`src/rtl/flfa_pkg.sv`:
```
// ----------------------------------------------------------------------------
// flfa_pkg
// shared constants and types of the free list allocator
// ----------------------------------------------------------------------------
package flfa_pkg;

   localparam int HEAP_SIZE = 128;
   localparam int IDX_W     = $clog2(HEAP_SIZE);
   localparam int LEN_W     = $clog2(HEAP_SIZE + 1);

   localparam logic [2:0] MODE_FIRST = 3'd0;
   localparam logic [2:0] MODE_BEST  = 3'd1;
   localparam logic [2:0] MODE_WORST = 3'd2;
   localparam logic [2:0] MODE_NEXT  = 3'd3;
   localparam logic [2:0] MODE_FREE  = 3'd4;

   localparam logic [1:0] ST_DONE  = 2'd0;
   localparam logic [1:0] ST_NOFIT = 2'd1;
   localparam logic [1:0] ST_BAD   = 2'd2;

   localparam logic [2:0] OP_HOLD   = 3'd0;
   localparam logic [2:0] OP_ROTATE = 3'd1;
   localparam logic [2:0] OP_TAKE   = 3'd2;
   localparam logic [2:0] OP_REMOVE = 3'd3;
   localparam logic [2:0] OP_LOAD   = 3'd4;

   typedef logic [IDX_W-1:0] idx_type;

   typedef struct packed {
      logic [IDX_W-1:0] start;
      logic [LEN_W-1:0] len;
   } extent_type;

   typedef struct packed {
      logic [2:0]       op;
      logic [IDX_W-1:0] sel;
      logic [IDX_W-1:0] start;
      logic [LEN_W-1:0] len;
   } cell_ctl_type;

endpackage

```
`src/rtl/flfa_cell.sv`:
```
// ----------------------------------------------------------------------------
// flfa_cell
// one free list entry; rotates, shifts down, shrinks or loads
// ----------------------------------------------------------------------------
module flfa_cell (
   input  logic                 clock,
   input  logic                 reset,
   input  flfa_pkg::idx_type    cell_index,
   input  flfa_pkg::cell_ctl_type ctl,
   input  flfa_pkg::extent_type nbr,
   output flfa_pkg::extent_type ext
);
   import flfa_pkg::*;

   extent_type ext_ff, ext_in;

   always_comb begin
      ext_in = ext_ff;
      unique case (ctl.op)
         OP_ROTATE: ext_in = nbr;
         OP_TAKE: begin
            if (cell_index == ctl.sel) begin
               ext_in.start = ext_ff.start + ctl.len[IDX_W-1:0];
               ext_in.len   = ext_ff.len - ctl.len;
            end
         end
         OP_REMOVE: begin
            if (cell_index >= ctl.sel) ext_in = nbr;
         end
         OP_LOAD: begin
            if (cell_index == ctl.sel) begin
               ext_in.start = ctl.start;
               ext_in.len   = ctl.len;
            end
         end
         default: ext_in = ext_ff;
      endcase
   end

   always_ff @(posedge clock) begin
      if (reset) begin
         ext_ff.start <= '0;
         ext_ff.len   <= (cell_index == '0) ? LEN_W'(HEAP_SIZE) : '0;
      end else begin
         ext_ff <= ext_in;
      end
   end

   assign ext = ext_ff;

endmodule

```
`config.mk`:
```
export PLATFORM = sky130hd
export DESIGN_NAME = flfa_cell
export DESIGN_NICKNAME = d
export VERILOG_FILES = /design/src/rtl/flfa_pkg.sv /design/src/rtl/flfa_cell.sv
export SDC_FILE = /design/constraint.sdc
export NUM_CORES = 1
export LEC_CHECK = 0
export BUFFER_PORTS_ARGS = -buffer_cell sky130_fd_sc_hd__buf_2
export CORE_ASPECT_RATIO = 1.5
export CORE_MARGIN = 8
export CORE_UTILIZATION = 40
export CTS_CLUSTER_SIZE = 40
export DETAILED_ROUTE_END_ITERATION = 8
export PLACE_DENSITY = 0.69
export SYNTH_ARGS = -nofsm -noshare
export SYNTH_HDL_FRONTEND = slang
export SYNTH_SLANG_ARGS = --single-unit
export TNS_END_PERCENT = 100
```
`constraint.sdc`:
```
create_clock -name clock -period 2.1 [get_ports clock]
set_clock_uncertainty 0.05 [all_clocks]
set_input_delay 0.21 -clock clock [delete_from_list [all_inputs] [get_ports clock]]
set_output_delay 0.21 -clock clock [all_outputs]
set_load 0.03 [all_outputs]
```
# --- Word-level counts from Yosys, hierarchy flattened ---
# Index checks and enable logic that the tools add are counted.
classes:
  addsub: 2
  n_lt_le_gt_ge: 1
  eq_ne: 11
  n_mux: 6
  reduce_logical: 5
op_table:
  columns: ["operator", "n"]
  rows:
  - ["$pmux 15 s4", 1]
  - ["$mux 15", 3]
  - ["$mux 8", 2]
  - ["$ne 3x3->1 const B", 3]
  - ["$reduce_and 4->1", 2]
  - ["$sub 8x8->8", 1]
  - ["$add 7x7->7", 1]
  - ["$eq 7x7->1", 1]
  - ["$ge 7x7->1", 1]
  - ["$logic_not 7->1", 1]
  - ["$eq 3x2->1 const B", 2]
  - ["$ne 2x2->1 const B", 3]
  - ["$reduce_bool 5->1", 1]
  - ["$reduce_bool 4->1", 1]
  - ["$eq 3x1->1 const B", 1]
  - ["$eq 3x3->1 const B", 1]
totals:
  ff_bits: 15
  in_bits: 49
  output_inout_bits: 15
  elab_cells: 27

# --- Logic depth before layout (Yosys ltp) ---
depth:
  ltp_word: 4
  ltp_mapped: 8
  ltp_nobuf: 8

# --- Least setup slack after synthesis ---
# No wires, ideal clock.
synth_path:
  kind: "register -> register"
  startpoint: "register ext_ff (netlist bit ext[8])"
  endpoint: "register ext_ff (netlist bit ext[14])"
  setup_ps: 67
  t_arrival_ps: 2092
  t_required_ps: 1983
  path_slack_ps: -109
  stages_incl_launch_ff: 8
  n_path_buf: 0
  period_less_slack_ps: 2209
  cell_sequence: "dfxtp_1 ha_1 fa_1 a21o_1 o2bb2ai_1 or4_1 a32o_1 a21oi_2"
synth_via:
  elab_chain_cells: 3
synth_lines:
  columns: ["element", "line_no", "text"]
  rows:
  - ["start: declaration", "flfa_cell.sv:15", "extent_type ext_ff, ext_in;"]
  - ["start signal: assignment", "flfa_cell.sv:45", "ext_ff <= ext_in;"]
  - ["$add 7x7->7", "flfa_cell.sv:23", "ext_in.start = ext_ff.start + ctl.len[IDX_W-1:0];"]
  - ["$mux 15", "flfa_cell.sv:22", "if (cell_index == ctl.sel) begin"]
  - ["$pmux 15 s4", "flfa_cell.sv:19", "unique case (ctl.op)"]
# No other way between the ends. The select of a mux whose other input is x is not followed.
# A chain may end at the register's enable or synchronous reset.

# --- Worst setup path in the final report ---
# Same ends and word-level chain as after synthesis.

==> results by group <==
Outcome
  – Status: finished clean

Setup path
  – Critical path arrival: 2.19 ns
  – Critical Path Source Type: register
  – Critical Path RT: 2.24 ns
  – Crit-path max cell delay: approximately 0.39 ns
  – R2r startpoint: ext[8]
  – Worst Setup Path Type: reg -> reg
  – Critical path, cell by cell: ha_4 -> fa_2 -> a21o_1 -> o2bb2ai_2 -> or4_1 -> a32o_2 -> a21oi_2
  – Critical path's slowest cell: or4_1
  – Worst setup path endpoint: ext[14]
  – R2r setup slk: 0.05 ns
  – CP Capture Type: register
  – Worst Setup SP: ext[8]
  – CP Max Fanout: 2
  – Worst R2R Path Depth: 7
  – FF-to-FF End: ext[14]

Synthesis
  – Register area share after synthesis: 0.214
  – Synth area leaders: ha_1, edfxtp_1, dfxtp_1, inv_1, nor2_1
  – Post-synthesis cell type count: 57
  – Post-synth EDFFs: 8
  – Syn Area/Cell: 8.23 sq um
  – Synth Cell Area: between 1500 and 2000 sq um
  – Cell count after synthesis: ~220
  – Post-synth ARST share: 0
  – #FFs+latches synth: 15
  – Syn nets: 287
  – Most frequently used flop master after synthesis: edfxtp_1
  – Synthesis Warnings: 0
  – Dominant cell type by area after synthesis: ha_1
  – Share of the synthesized area in the top cell type: 0.141

Clock tree
  – CTS Hold Buffers Added: 0
  – Largest buffer count on any clock path: 2
  – Cts bufs inserted: 3
  – Sink Count: 15
  – Worst-path clk slew: 0.07 ns
  – CTS tree: done
  – # H-tree levels: 1
  – Clk_lat worst skew: 0.26 ns
  – Root Buffer: clkbuf_8

Timing
  – Unrepaired setup endpoints after global routing: true
  – Period utilization: 0.976
  – Max Clk Rate: 488 MHz
  – Slew @ Worst Pin: 0.469 ns
  – Fin. max-slew vios: 0
  – Endpoints failing hold: 0
  – Setup TNS: 0 ns
  – Shortest period the worst path allows: a little over 2 ns
  – # setup viols final: 0
  – Relative slew slack: 0.688

Routing
  – DR pass1 iterations: 4
  – Number of remaining DRC errors: 0
  – ANT nets after route: 0
  – Initial DRC count: between 90 and 100
  – Routed vias: 1912
  – Wirelength, routed: 5420 um
  – Wirelength per Cell: 16.4 um
  – Vias per cell: 5.79

Final layout
  – Layout cells sized above 1: 0.335
  – Max reg flops: 15
  – Number of antenna diodes: 0
  – Most frequent cells in the layout: buf_2, inv_1, ha_1
  – Most common cell after layout, fill and taps aside: buf_2
  – # nets final: between 300 and 400
  – Area Growth Syn to Fin: 27.7%
  – Non-filler cells, final: between 300 and 400

Power and ir drop
  – Lkg Pwr: 1.08 nW
  – PwrDens: 474 nW/um^2
  – Tot Pwr: between 1 and 1.5 mW
  – VDD IR max: 343 uV

Placed design
  – IO Port Bufs: 63
  – Dpl cells: between 300 and 400
  – DPL Wire Length: roughly 4300 um
  – GP Congestion: 0.842

Global routing
  – First-pass GRT wire length: approximately 8900 um
  – GRT Resource Usage Total: 0.153
  – Initial antenna violation count: 0
  – GR Overflow Total: 0
  – Largest net degree at the start of global routing: 27
  – Vias in the first global route: between 1500 and 2000

Floorplanning
  – Die Span Y: ~100 um
  – Die width: 70.4 um
  – Num rows: 29
  – IO Pins: 64
  – Core Box Area: 4250 sq um
  – Starting Density: 0.419
  – DIE AREA: 6870 sq um

Run
  – Max Cap Viol: 0

Min path
  – Class of the worst hold path: in -> reg
  – Worst hold path depth: 3
[cells in the mapped netlist (all sizes together), types with 2 or more instances]
cell type and n:
nand3b 3, a2bb2oi 2, a21o 6, o22a 2, a22oi 7, nand4 2, nand2 10, and3 2
o21a 4, o22ai 5, nor2b 5, nor2 15, a211oi 2, a221o 2, dfxtp 7, inv 21
buf 4, nand3 10, o211ai 2, nand4b 3, a221oi 3, o21ai 8, xnor2 4, nor3b 4
a22o 2, nand2b 6, ha 20, o311ai 2, a21oi 12, edfxtp 8, xor2 2, clkbuf 7
nor3 4, fa 2, or4 2, a32o 2
[kinds of logic after synthesis]
family,after synthesis,synth area share
AOI/OAI and AO/OA,71,0.294
and+or+nand+nor,69,0.218
buffers and inverters,32,0.0739
adders and majority gates,22,0.163
DFF,15,0.214
xor gates and xnor gates,6,0.0296
muxes,1,0.00634
[critical path: cells and delay by family (launching register included)]
family | cells | cell delay, ns
AO/OA/AOI/OAI | 4 | 0.72
adder cells (fa/ha/maj) | 2 | 0.49
flip-flops | 1 | 0.33
AND/OR/NAND/NOR | 1 | 0.39
[per-layer routing]
metal / vias to the layer above / wire length [um] / track usage
li1: 952 / - / -
met1: 890 / 2160 / 0.161
met2: 63 / 2880 / 0.276
met3: 7 / 293 / 0.0256
met4: 0 / 91 / 0.0807
met5: - / 0 / 0
[area by class of cell]
cell class | count | area (sq um)
tap | 46 | 57.6
multi-input combinational | 169 | 1300
timing repair buffer | 75 | 405
inverter | 21 | 78.8
clock buffer | 4 | 45.0
fill | 430 | 1980
sequential | 15 | 382
[how the worst min path moves through the flow]
stage                     startpoint     end  slack (ns)
final                         nbr[2]  ext[2]        0.24
after global routing          nbr[3]  ext[3]        0.26
after CTS                     nbr[2]  ext[2]        0.23
after detailed placement      ext[8]  ext[8]        0.42
after global placement        ext[8]  ext[8]        0.41
after floorplan               nbr[2]  ext[2]        0.38
[where the power goes]
group	total, mW	internal (mW)	switching (mW)
combinational	0.470	0.206	0.264
clock	0.251	0.135	0.116
sequential	0.355	0.337	0.0174
total	1.08	0.678	0.397
[per-stage QoR]
stage / util / area, sq um / worst slack (ns) / hold slack, ns
2_1_floorplan: - / 1790 / -0.0225 / 0.378
5_1_grt: 0.535 / 2270 / -0.0249 / 0.261
6_report: 0.535 / 2270 / 0.0500 / 0.242
4_1_cts: 0.526 / 2230 / 0.00491 / 0.232
3_3_place_gp: 0.515 / 2190 / 0.0197 / 0.413
3_5_place_dp: 0.515 / 2190 / -0.00563 / 0.419
[repair_timing]
action	CTS	global route
buffers inserted	0	1
endpoints found under the hold margin	0	0
gates resized for setup	0	6
setup endpoints to repair	0	3
Power figures use the tool's default switching activity.
